## src/design/hbkq_pkg.sv

```systemverilog
// shared types and constants for the boot keyboard key press queue
`default_nettype none

package hbkq_pkg;

    // default sizes
    localparam int RING_SLOTS_DEF = 8;
    localparam int KEY_SLOTS_DEF  = 6;

    // report layout
    localparam int MAX_KEY_SLOTS  = 6;
    localparam int MIN_REPORT_LEN = 8;
    localparam int LEN_W          = 7;

    // depth of the op queue between front and back
    localparam int OP_FIFO_DEPTH  = 2;

    // command codes
    localparam logic CMD_REPORT = 1'b0;
    localparam logic CMD_POP    = 1'b1;

    // empty key slot
    localparam logic [7:0] KEY_NONE = 8'h00;

    // input beat
    typedef struct packed {
        logic             command;
        logic [LEN_W-1:0] report_length;
        logic [7:0]       modifier_byte;
        logic [7:0]       key_slot_0;
        logic [7:0]       key_slot_1;
        logic [7:0]       key_slot_2;
        logic [7:0]       key_slot_3;
        logic [7:0]       key_slot_4;
        logic [7:0]       key_slot_5;
    } t_in_item;

    // result beat
    typedef struct packed {
        logic       pop_valid;
        logic [7:0] popped_key;
        logic [7:0] popped_modifiers;
    } t_out_item;

    // classified op handed from front to back
    typedef struct packed {
        logic                          is_pop;
        logic [7:0]                    mods;
        logic [MAX_KEY_SLOTS-1:0][7:0] keys;
        logic [MAX_KEY_SLOTS-1:0]      fresh;
    } t_op;

    // handshake between op queue and back
    typedef struct packed {
        logic valid;
        logic take;
    } t_op_hs;

    // back sequencer states
    typedef enum logic [1:0] {
        BK_IDLE,
        BK_PUSH,
        BK_POP
    } t_back_state;

endpackage

`default_nettype wire

```

## src/design/hbkq_front.sv

```systemverilog
// front: takes beats, finds newly pressed keys, tracks previous report
`default_nettype none

module hbkq_front #(
    parameter int KEY_SLOTS = hbkq_pkg::KEY_SLOTS_DEF
) (
    input  wire logic               i_clk,
    input  wire logic               i_rst_n,
    input  wire logic               i_accept,
    input  wire hbkq_pkg::t_in_item i_item,
    output hbkq_pkg::t_op           o_op,
    output logic                    o_op_push
);

    logic [KEY_SLOTS-1:0][7:0]                    r_prev;
    logic [hbkq_pkg::MAX_KEY_SLOTS-1:0][7:0]      w_keys;
    logic [hbkq_pkg::MAX_KEY_SLOTS-1:0]           w_fresh;
    logic                                         w_long;

    // unpack the key slots
    assign w_keys = {i_item.key_slot_5, i_item.key_slot_4, i_item.key_slot_3,
                     i_item.key_slot_2, i_item.key_slot_1, i_item.key_slot_0};

    assign w_long = (i_item.report_length >= hbkq_pkg::LEN_W'(hbkq_pkg::MIN_REPORT_LEN));

    // a slot is new when nonzero and absent from the previous report
    always_comb begin
        logic held;
        w_fresh = '0;
        for (int i = 0; i < KEY_SLOTS; i++) begin
            held = 1'b0;
            for (int j = 0; j < KEY_SLOTS; j++) begin
                if (r_prev[j] == w_keys[i]) begin
                    held = 1'b1;
                end
            end
            w_fresh[i] = (w_keys[i] != hbkq_pkg::KEY_NONE) && !held;
        end
    end

    // classified op; short reports are dropped here
    always_comb begin
        o_op.is_pop = (i_item.command == hbkq_pkg::CMD_POP);
        o_op.mods   = i_item.modifier_byte;
        o_op.keys   = w_keys;
        o_op.fresh  = w_fresh;
        o_op_push   = i_accept && (o_op.is_pop || w_long);
    end

    // previous keys follow every long report
    always_ff @(posedge i_clk) begin
        if (!i_rst_n) begin
            r_prev <= '0;
        end else if (o_op_push && !o_op.is_pop) begin
            for (int i = 0; i < KEY_SLOTS; i++) begin
                r_prev[i] <= w_keys[i];
            end
        end
    end

endmodule

`default_nettype wire

```

## src/design/hbkq_op_fifo.sv

```systemverilog
// short op queue decoupling front from back
`default_nettype none

module hbkq_op_fifo (
    input  wire logic            i_clk,
    input  wire logic            i_rst_n,
    input  wire logic            i_push,
    input  wire hbkq_pkg::t_op   i_op,
    output logic                 o_full,
    input  wire hbkq_pkg::t_op_hs i_hs,
    output logic                 o_valid,
    output hbkq_pkg::t_op        o_op
);

    localparam int Depth = hbkq_pkg::OP_FIFO_DEPTH;
    localparam int PtrW  = (Depth > 1) ? $clog2(Depth) : 1;
    localparam int CntW  = $clog2(Depth + 1);

    hbkq_pkg::t_op     r_mem [Depth];
    logic [PtrW-1:0]   r_wr;
    logic [PtrW-1:0]   r_rd;
    logic [CntW-1:0]   r_cnt;
    logic              w_wr_en;
    logic              w_rd_en;

    assign o_full  = (r_cnt == CntW'(Depth));
    assign o_valid = (r_cnt != '0);
    assign o_op    = r_mem[r_rd];
    assign w_wr_en = i_push && !o_full;
    assign w_rd_en = i_hs.take && o_valid;

    // storage
    always_ff @(posedge i_clk) begin
        if (w_wr_en) begin
            r_mem[r_wr] <= i_op;
        end
    end

    // pointers and fill count
    always_ff @(posedge i_clk) begin
        if (!i_rst_n) begin
            r_wr  <= '0;
            r_rd  <= '0;
            r_cnt <= '0;
        end else begin
            if (w_wr_en) begin
                r_wr <= (r_wr == PtrW'(Depth - 1)) ? '0 : r_wr + 1'b1;
            end
            if (w_rd_en) begin
                r_rd <= (r_rd == PtrW'(Depth - 1)) ? '0 : r_rd + 1'b1;
            end
            if (w_wr_en && !w_rd_en) begin
                r_cnt <= r_cnt + 1'b1;
            end else if (!w_wr_en && w_rd_en) begin
                r_cnt <= r_cnt - 1'b1;
            end
        end
    end

    // count never exceeds the depth
    a_cnt_bound: assert property (@(posedge i_clk) disable iff (!i_rst_n)
        r_cnt <= CntW'(Depth))
        else $error("op queue count over depth");

    // the back only takes an op that is there
    a_take_valid: assert property (@(posedge i_clk) disable iff (!i_rst_n)
        i_hs.take |-> (o_valid && i_hs.valid))
        else $error("op taken from empty queue");

endmodule

`default_nettype wire

```

## src/design/hbkq_back.sv

```systemverilog
// back: key ring, serial pushes, pops into the result register
`default_nettype none

module hbkq_back #(
    parameter int RING_SLOTS = hbkq_pkg::RING_SLOTS_DEF,
    parameter int KEY_SLOTS  = hbkq_pkg::KEY_SLOTS_DEF
) (
    input  wire logic                i_clk,
    input  wire logic                i_rst_n,
    input  wire logic                i_op_valid,
    input  wire hbkq_pkg::t_op       i_op,
    output hbkq_pkg::t_op_hs         o_hs,
    input  wire logic                i_pop,
    output logic                     o_empty,
    output hbkq_pkg::t_out_item      o_result
);

    localparam int PtrW  = $clog2(RING_SLOTS);
    localparam int LeftW = $clog2(KEY_SLOTS + 1);

    hbkq_pkg::t_back_state r_state;
    hbkq_pkg::t_back_state n_state;

    hbkq_pkg::t_op         r_op;
    logic [LeftW-1:0]      r_left;
    logic [PtrW-1:0]       r_wr_ptr;
    logic [PtrW-1:0]       r_rd_ptr;
    logic [15:0]           r_ring [RING_SLOTS];
    logic [15:0]           r_rd_data;
    logic                  r_out_valid;
    hbkq_pkg::t_out_item   r_out;

    logic [PtrW-1:0]       w_wr_next;
    logic [PtrW-1:0]       w_rd_next;
    logic                  w_ring_full;
    logic                  w_ring_empty;
    logic                  w_ring_we;
    logic                  w_take;

    // ring pointer arithmetic
    assign w_wr_next    = (r_wr_ptr == PtrW'(RING_SLOTS - 1)) ? '0 : r_wr_ptr + 1'b1;
    assign w_rd_next    = (r_rd_ptr == PtrW'(RING_SLOTS - 1)) ? '0 : r_rd_ptr + 1'b1;
    assign w_ring_full  = (w_wr_next == r_rd_ptr);
    assign w_ring_empty = (r_wr_ptr == r_rd_ptr);

    // next state
    always_comb begin
        n_state = r_state;
        unique case (r_state)
            hbkq_pkg::BK_IDLE: begin
                if (i_op_valid && !i_op.is_pop) begin
                    n_state = hbkq_pkg::BK_PUSH;
                end else if (i_op_valid && !r_out_valid) begin
                    n_state = hbkq_pkg::BK_POP;
                end
            end
            hbkq_pkg::BK_PUSH: begin
                if (r_left == LeftW'(1)) begin
                    n_state = hbkq_pkg::BK_IDLE;
                end
            end
            hbkq_pkg::BK_POP: begin
                n_state = hbkq_pkg::BK_IDLE;
            end
            default: begin
                n_state = hbkq_pkg::BK_IDLE;
            end
        endcase
    end

    // state outputs
    always_comb begin
        w_take    = 1'b0;
        w_ring_we = 1'b0;
        unique case (r_state)
            hbkq_pkg::BK_IDLE: begin
                w_take = i_op_valid && (!i_op.is_pop || !r_out_valid);
            end
            hbkq_pkg::BK_PUSH: begin
                w_ring_we = r_op.fresh[0] && !w_ring_full;
            end
            hbkq_pkg::BK_POP: begin
                w_take = 1'b0;
            end
            default: begin
                w_take = 1'b0;
            end
        endcase
    end

    assign o_hs.valid = i_op_valid;
    assign o_hs.take  = w_take;
    assign o_empty    = !r_out_valid;
    assign o_result   = r_out;

    // ring storage, registered read at the read pointer
    always_ff @(posedge i_clk) begin
        if (w_ring_we) begin
            r_ring[r_wr_ptr] <= {r_op.keys[0], r_op.mods};
        end
        r_rd_data <= r_ring[r_rd_ptr];
    end

    // op register: slot 0 is the one being pushed
    always_ff @(posedge i_clk) begin
        if (w_take) begin
            r_op   <= i_op;
            r_left <= LeftW'(KEY_SLOTS);
        end else if (r_state == hbkq_pkg::BK_PUSH) begin
            r_op.keys  <= {hbkq_pkg::KEY_NONE, r_op.keys[hbkq_pkg::MAX_KEY_SLOTS-1:1]};
            r_op.fresh <= {1'b0, r_op.fresh[hbkq_pkg::MAX_KEY_SLOTS-1:1]};
            r_left     <= r_left - 1'b1;
        end
    end

    // result payload
    always_ff @(posedge i_clk) begin
        if (r_state == hbkq_pkg::BK_POP) begin
            if (w_ring_empty) begin
                r_out <= '0;
            end else begin
                r_out.pop_valid        <= 1'b1;
                r_out.popped_key       <= r_rd_data[15:8];
                r_out.popped_modifiers <= r_rd_data[7:0];
            end
        end
    end

    // control state
    always_ff @(posedge i_clk) begin
        if (!i_rst_n) begin
            r_state     <= hbkq_pkg::BK_IDLE;
            r_wr_ptr    <= '0;
            r_rd_ptr    <= '0;
            r_out_valid <= 1'b0;
        end else begin
            r_state <= n_state;
            if (w_ring_we) begin
                r_wr_ptr <= w_wr_next;
            end
            if (r_state == hbkq_pkg::BK_POP) begin
                r_out_valid <= 1'b1;
                if (!w_ring_empty) begin
                    r_rd_ptr <= w_rd_next;
                end
            end else if (i_pop && r_out_valid) begin
                r_out_valid <= 1'b0;
            end
        end
    end

    // a ring write never lands on the read slot
    a_no_overrun: assert property (@(posedge i_clk) disable iff (!i_rst_n)
        w_ring_we |-> (w_wr_next != r_rd_ptr))
        else $error("ring overrun");

    // a pop only runs with the result register free
    a_out_free: assert property (@(posedge i_clk) disable iff (!i_rst_n)
        (r_state == hbkq_pkg::BK_POP) |-> !r_out_valid)
        else $error("result register overwritten");

    // pushes finish before the slot count runs out
    a_left_live: assert property (@(posedge i_clk) disable iff (!i_rst_n)
        (r_state == hbkq_pkg::BK_PUSH) |-> (r_left != '0))
        else $error("push sequencer ran past last slot");

    // the read pointer moves only after a pop step
    a_rd_move: assert property (@(posedge i_clk) disable iff (!i_rst_n)
        (r_rd_ptr != $past(r_rd_ptr)) |-> ($past(r_state) == hbkq_pkg::BK_POP))
        else $error("read pointer moved outside a pop");

endmodule

`default_nettype wire

```

## src/design/hid_boot_key_press_queue.sv

```systemverilog
// Boot keyboard key press queue, top level.
// Input channel (push/full): each beat is either a boot keyboard report
// (command 0) or a pop request (command 1). Reports shorter than 8 bytes
// are dropped. Each nonzero key slot absent from the previous report is
// written, with the report's modifier byte, into a ring of RING_SLOTS slots
// that holds at most RING_SLOTS-1 keys; writes to a full ring are lost.
// Result channel (empty/pop): one beat per pop request, pop_valid 0 with
// zero fields when the ring was empty. Reports give no result beat.
// Timing: the front classifies each beat combinationally into a two-entry
// op queue. The back takes an op in its idle state, then writes a report
// slot by slot (one ring write port, one slot per cycle) and serves a pop
// in its pop state from the registered ring read, loading the result
// register. full rises once both op queue entries are taken.
// Reset clears previous keys, the ring pointers and all queues; ring
// contents need no clearing. When the receiver holds off pop, the result
// stays in the output register, pops stall in the op queue and full
// follows, while reports queued ahead of a stalled pop still complete.
`default_nettype none

module hid_boot_key_press_queue #(
    parameter int RING_SLOTS = hbkq_pkg::RING_SLOTS_DEF,
    parameter int KEY_SLOTS  = hbkq_pkg::KEY_SLOTS_DEF
) (
    input  wire logic                 i_clk,
    input  wire logic                 i_rst_n,
    input  wire logic                 push,
    output logic                      full,
    input  wire hbkq_pkg::t_in_item   i_item,
    output logic                      empty,
    input  wire logic                 pop,
    output hbkq_pkg::t_out_item       o_result
);

    hbkq_pkg::t_op    w_front_op;
    logic             w_front_push;
    hbkq_pkg::t_op    w_head_op;
    logic             w_head_valid;
    hbkq_pkg::t_op_hs w_hs;
    logic             w_accept;

    assign w_accept = push && !full;

    // classification front
    hbkq_front #(
        .KEY_SLOTS (KEY_SLOTS)
    ) u_front (
        .i_clk     (i_clk),
        .i_rst_n   (i_rst_n),
        .i_accept  (w_accept),
        .i_item    (i_item),
        .o_op      (w_front_op),
        .o_op_push (w_front_push)
    );

    // op queue
    hbkq_op_fifo u_fifo (
        .i_clk   (i_clk),
        .i_rst_n (i_rst_n),
        .i_push  (w_front_push),
        .i_op    (w_front_op),
        .o_full  (full),
        .i_hs    (w_hs),
        .o_valid (w_head_valid),
        .o_op    (w_head_op)
    );

    // ring and result back end
    hbkq_back #(
        .RING_SLOTS (RING_SLOTS),
        .KEY_SLOTS  (KEY_SLOTS)
    ) u_back (
        .i_clk      (i_clk),
        .i_rst_n    (i_rst_n),
        .i_op_valid (w_head_valid),
        .i_op       (w_head_op),
        .o_hs       (w_hs),
        .i_pop      (pop),
        .o_empty    (empty),
        .o_result   (o_result)
    );

endmodule

`default_nettype wire

```

## config.mk

```make
export PLATFORM = sky130hd
export DESIGN_NAME = hid_boot_key_press_queue
export DESIGN_NICKNAME = d
export VERILOG_FILES = /design/src/design/hbkq_pkg.sv /design/src/design/hbkq_front.sv /design/src/design/hbkq_op_fifo.sv /design/src/design/hbkq_back.sv /design/src/design/hid_boot_key_press_queue.sv
export SDC_FILE = /design/constraint.sdc
export NUM_CORES = 1
export LEC_CHECK = 0
export BUFFER_PORTS_ARGS = -buffer_cell sky130_fd_sc_hd__buf_2
export CAP_MARGIN = 30
export CORE_ASPECT_RATIO = 1.75
export CORE_MARGIN = 3
export CORE_UTILIZATION = 55
export CTS_CLUSTER_DIAMETER = 80
export DETAILED_ROUTE_END_ITERATION = 8
export PLACE_DENSITY = 0.73
export SLEW_MARGIN = 25
export SYNTH_ARGS = -nofsm -noshare
export SYNTH_HDL_FRONTEND = slang
export SYNTH_SLANG_ARGS = --single-unit
```

## constraint.sdc

```tcl
create_clock -name i_clk -period 5.5 [get_ports i_clk]
set_clock_uncertainty 0.2 [all_clocks]
set_input_delay 0.55 -clock i_clk [delete_from_list [all_inputs] [get_ports i_clk]]
set_output_delay 0.55 -clock i_clk [all_outputs]
set_load 0.1 [all_outputs]
```

==> metrics.md <==
| Metric | Value |
|---|---|
| Status | `completed` |
| Hold buffers post-CTS | `1` |
| Post-layout util | `0.6150` |
| Tcrit/Tclk final | `0.5580` |
| P&R area growth vs syn | `10.07%` |
| CP arrival | `3100 ps` |
| WL per Instance | `22.24 um` |
| Max cap viols | `0` |
| Post-synth EDFFs | `333` |
| Clock Latency Late Sink | `between 500 and 600 ps` |
| Post-synth top area share | `0.5304` |
| Initial antenna violation count | `1` |
| Post-CTS sizing | `0` |
| GPL Wtd Cong | `0.9460` |
| Core area | `33740 um^2` |
| H-tree levels | `2` |
| Mean Syn Cell Area | `13.18 um^2` |
| Number of port buffers | `83` |
| Largest cells by area after synthesis | `edfxtp_1, xnor2_1, dfxtp_1` |
| DRC | `0` |
| Syn Nets | `1505` |
| Most common cell in the netlist | `edfxtp_1` |
| DR vias/cell | `5.709` |
| Post-CTS setup repair buffer count | `0` |
| Complex-gate fraction of the synthesized area | `0.04154` |
| Post-Synth XOR/XNOR Area | `0.1375` |
| Chip width | `approximately 150 um` |
| Die H | `between 200 and 300 um` |
| HP Class | `input pin to flop` |
| I/O pins | `87` |
| Synthesized area | `18850 um^2` |
| First-pass GRT wire length | `about 66000 um` |
| GRT Overall Usage | `0.2346` |
| Layout cells sized above 1 | `0.1583` |
| Synthesized instance count | `1430` |
| FILL cells | `about 2600` |
| Die ar. | `~37000 um^2` |
| Flops & latches, synth | `414` |
| FF-to-FF Start | `u_back.r_wr_ptr[1]` |
| Min Tclk post-route | `3069 ps` |
| Pwr Total | `9079 uW` |
| Crit start category | `flop` |
| CTS sink cnt | `between 400 and 500` |
| R2R Path End | `u_back.r_ring[5][8]` |
| Synth top cells by count | `edfxtp_1, xnor2_1, nand2_1, clkbuf_1, dfxtp_1` |
| Final WL | `42580 um` |
| DR vias | `10930` |
| Count of different cell masters after synthesis | `38` |
| CTS clock-pin slew for the worst setup and hold paths | `60 ps` |
| Nature of the critical path endpoint | `flop` |
| Setup TNS | `0 ps` |
| First DRT Iteration DRCs | `626` |
| Seq/Total Area, Yosys | `0.6164` |
| Number of CTS-inserted buffers | `37` |
| Clk root buf | `clkbuf_16` |
| Yosys warning count | `0` |
| Antenna diodes | `0` |
| Hold Path Cell Cnt | `1` |
| HPWL after detailed placement | `28800 um` |
| Lkg Pwr | `0.006643 uW` |
| Row Count | `89` |
| Async SR Flop Fraction | `0` |
| Fmax achieved | `325.8 MHz` |
| Non-filler cells, final | `1914` |
| Number of global-route vias before repair | `11380` |
| Multiplexer share of the synthesized area | `0.08468` |
| Largest family of logic cells by synthesized area | `XOR/XNOR gates` |
| RSZ-0062 raised after global routing | `no` |
| Initial Utilization | `0.5588` |
| Inst Count DP | `1846` |
| PD cells | `437.5 nW/um^2` |
| Simple-gate share of the synthesized area | `0.08249` |
| Final nets | `1506` |
| Global route overflow | `0` |
| Maximum buffer depth of the clock tree | `3` |
| Slew Limit Fails | `0` |
| Crit Path Class | `flop to flop` |
| CTS tree | `yes` |
| Worst slew margin | `0.4490` |
| Reg2Reg Setup Slack | `about 2400 ps` |
| Fin. Hold Viols | `0` |
| ANT nets after route | `0` |
| Largest net degree at the start of global routing | `58` |
| Hold path endpoint | `u_fifo.r_mem[0][60]` |
| Ys flop type | `edfxtp_1` |
| Peak VDD IR | `298.3 uV` |
| Crit Path Max Fanout | `10` |
| Setup violators final | `0` |
| R2r worst-path depth | `7` |
| Post-Synth Adder-Cell Area | `0.004645` |
| Yosys top cell by area | `edfxtp_1` |
| Data required, critical path | `5540 ps` |
| Beginning of the worst hold path | `i_item[54]` |
| 1st-pass router iterations | `5` |
| Actual slew at the worst max-slew pin | `825.3 ps` |
per-stage QoR:
stage / setup WS (ps) / instance area, um^2 / hold WS (ps)
final: 2431 / 20750 / 27.14
after global routing: 2221 / 20750 / 5.991
after CTS: 2413 / 20750 / 3.139
after detailed placement: 2418 / 19530 / 288.1
after global placement: 2303 / 19450 / 264.3
after floorplan: 1057 / 18850 / 250.4
power by group:
group          total, uW  internal (uW)  switching [uW]
Sequential          4670           4270             398
Clock               2570           1480            1090
Combinational       1850            632            1220
routing by layer:
metal / vias to the layer above / GRT usage / part of all wire / routed length, um
met5: - / 0 / 0 / 0
met4: 0 / 0.1413 / 0.070 / 2986
met3: 170 / 0.02849 / 0.033 / 1423
met2: 300 / 0.4461 / 0.55 / 23400
met1: 5406 / 0.2441 / 0.35 / 14770
li1: 5051 / - / - / -
sequential cells by signal, summed over array words and instances, names as in the netlist, 2 cells and up, named ones only:
signal            count
u_back.o_result      17
u_back.r_left         3
u_back.r_op          62
u_back.r_rd_data     16
u_back.r_rd_ptr       3
u_back.r_ring       128
u_back.r_state        2
u_back.r_wr_ptr       3
u_fifo.r_cnt          2
u_fifo.r_mem        126
u_front.r_prev       48
worst max path at each step:
| stage | from | endpoint | cells past startpoint | slack [ps] |
|---|---|---|---|---|
| 4_1_cts | u_back.r_wr_ptr[1] | u_back.r_ring[5][8] | 7 | 2410 |
| 5_1_grt | u_back.r_wr_ptr[1] | u_back.r_ring[5][8] | 7 | 2220 |
| 3_5_place_dp | u_back.r_wr_ptr[1] | u_back.r_ring[5][10] | 7 | 2420 |
| 2_1_floorplan | flop | u_back.r_op[0] | 4 | 1060 |
| 3_3_place_gp | u_back.r_wr_ptr[1] | u_back.r_ring[5][11] | 6 | 2300 |
| 6_report | u_back.r_wr_ptr[1] | u_back.r_ring[5][8] | 7 | 2430 |
worst max-delay path: stages, from the launching register on:
cell and delay (ps):
dfxtp_1 580, ha_1 240, ha_1 250, xor2_1 160
o311a_1 310, nand2_1 210, nor3b_4 600, buf_8 230
cells in the final DEF (no fill, tap or decap), types with 2 or more instances in the layout:
master,n
a21boi_0,50
edfxtp_1,333
clkbuf_8,6
xnor2_1,245
nand3b_1,3
o22ai_1,6
or3_1,2
nand2_1,155
nand4_1,60
o21a_1,2
inv_1,7
clkinv_2,5
o21ai_0,17
buf_4,17
xor2_1,51
clkbuf_1,9
clkinv_1,3
nor3b_2,3
bufinv_16,2
dfxtp_1,79
clkbuf_16,39
buf_16,2
mux2_2,24
inv_6,2
mux2i_1,59
and2_1,20
nor2b_1,5
nor2_1,27
a21o_1,2
ha_1,7
nand2b_1,2
buf_2,83
nor4_1,31
a21oi_1,3
o21ai_1,45
mux4_2,32
nor3_2,3
layout make-up:
type | instances | area (um^2) | share of cell area
well taps | 455 | 569.3 | 0.02743
flip-flops and latches | 414 | 11630 | 0.5602
inverters | 8 | 30.03 | 0.001447
clock inverters | 13 | 121.4 | 0.005848
repair buffers | 105 | 634.4 | 0.03057
multi-input cells | 865 | 6679 | 0.3218
clock buffers | 54 | 1092 | 0.05263
cell families (layout without fill, tap and decap cells):
| group | after synthesis | after routing |
|---|---|---|
| multiplexers | 116 | 116 |
| adder cells (fa/ha/maj) | 7 | 7 |
| XOR/XNOR | 296 | 296 |
| flip-flops | 414 | 414 |
| AND/OR/NAND/NOR | 319 | 319 |
| AO/OA/AOI/OAI | 127 | 127 |
| buffers and inverters | 151 | 180 |
Power figures use the tool's default switching activity.
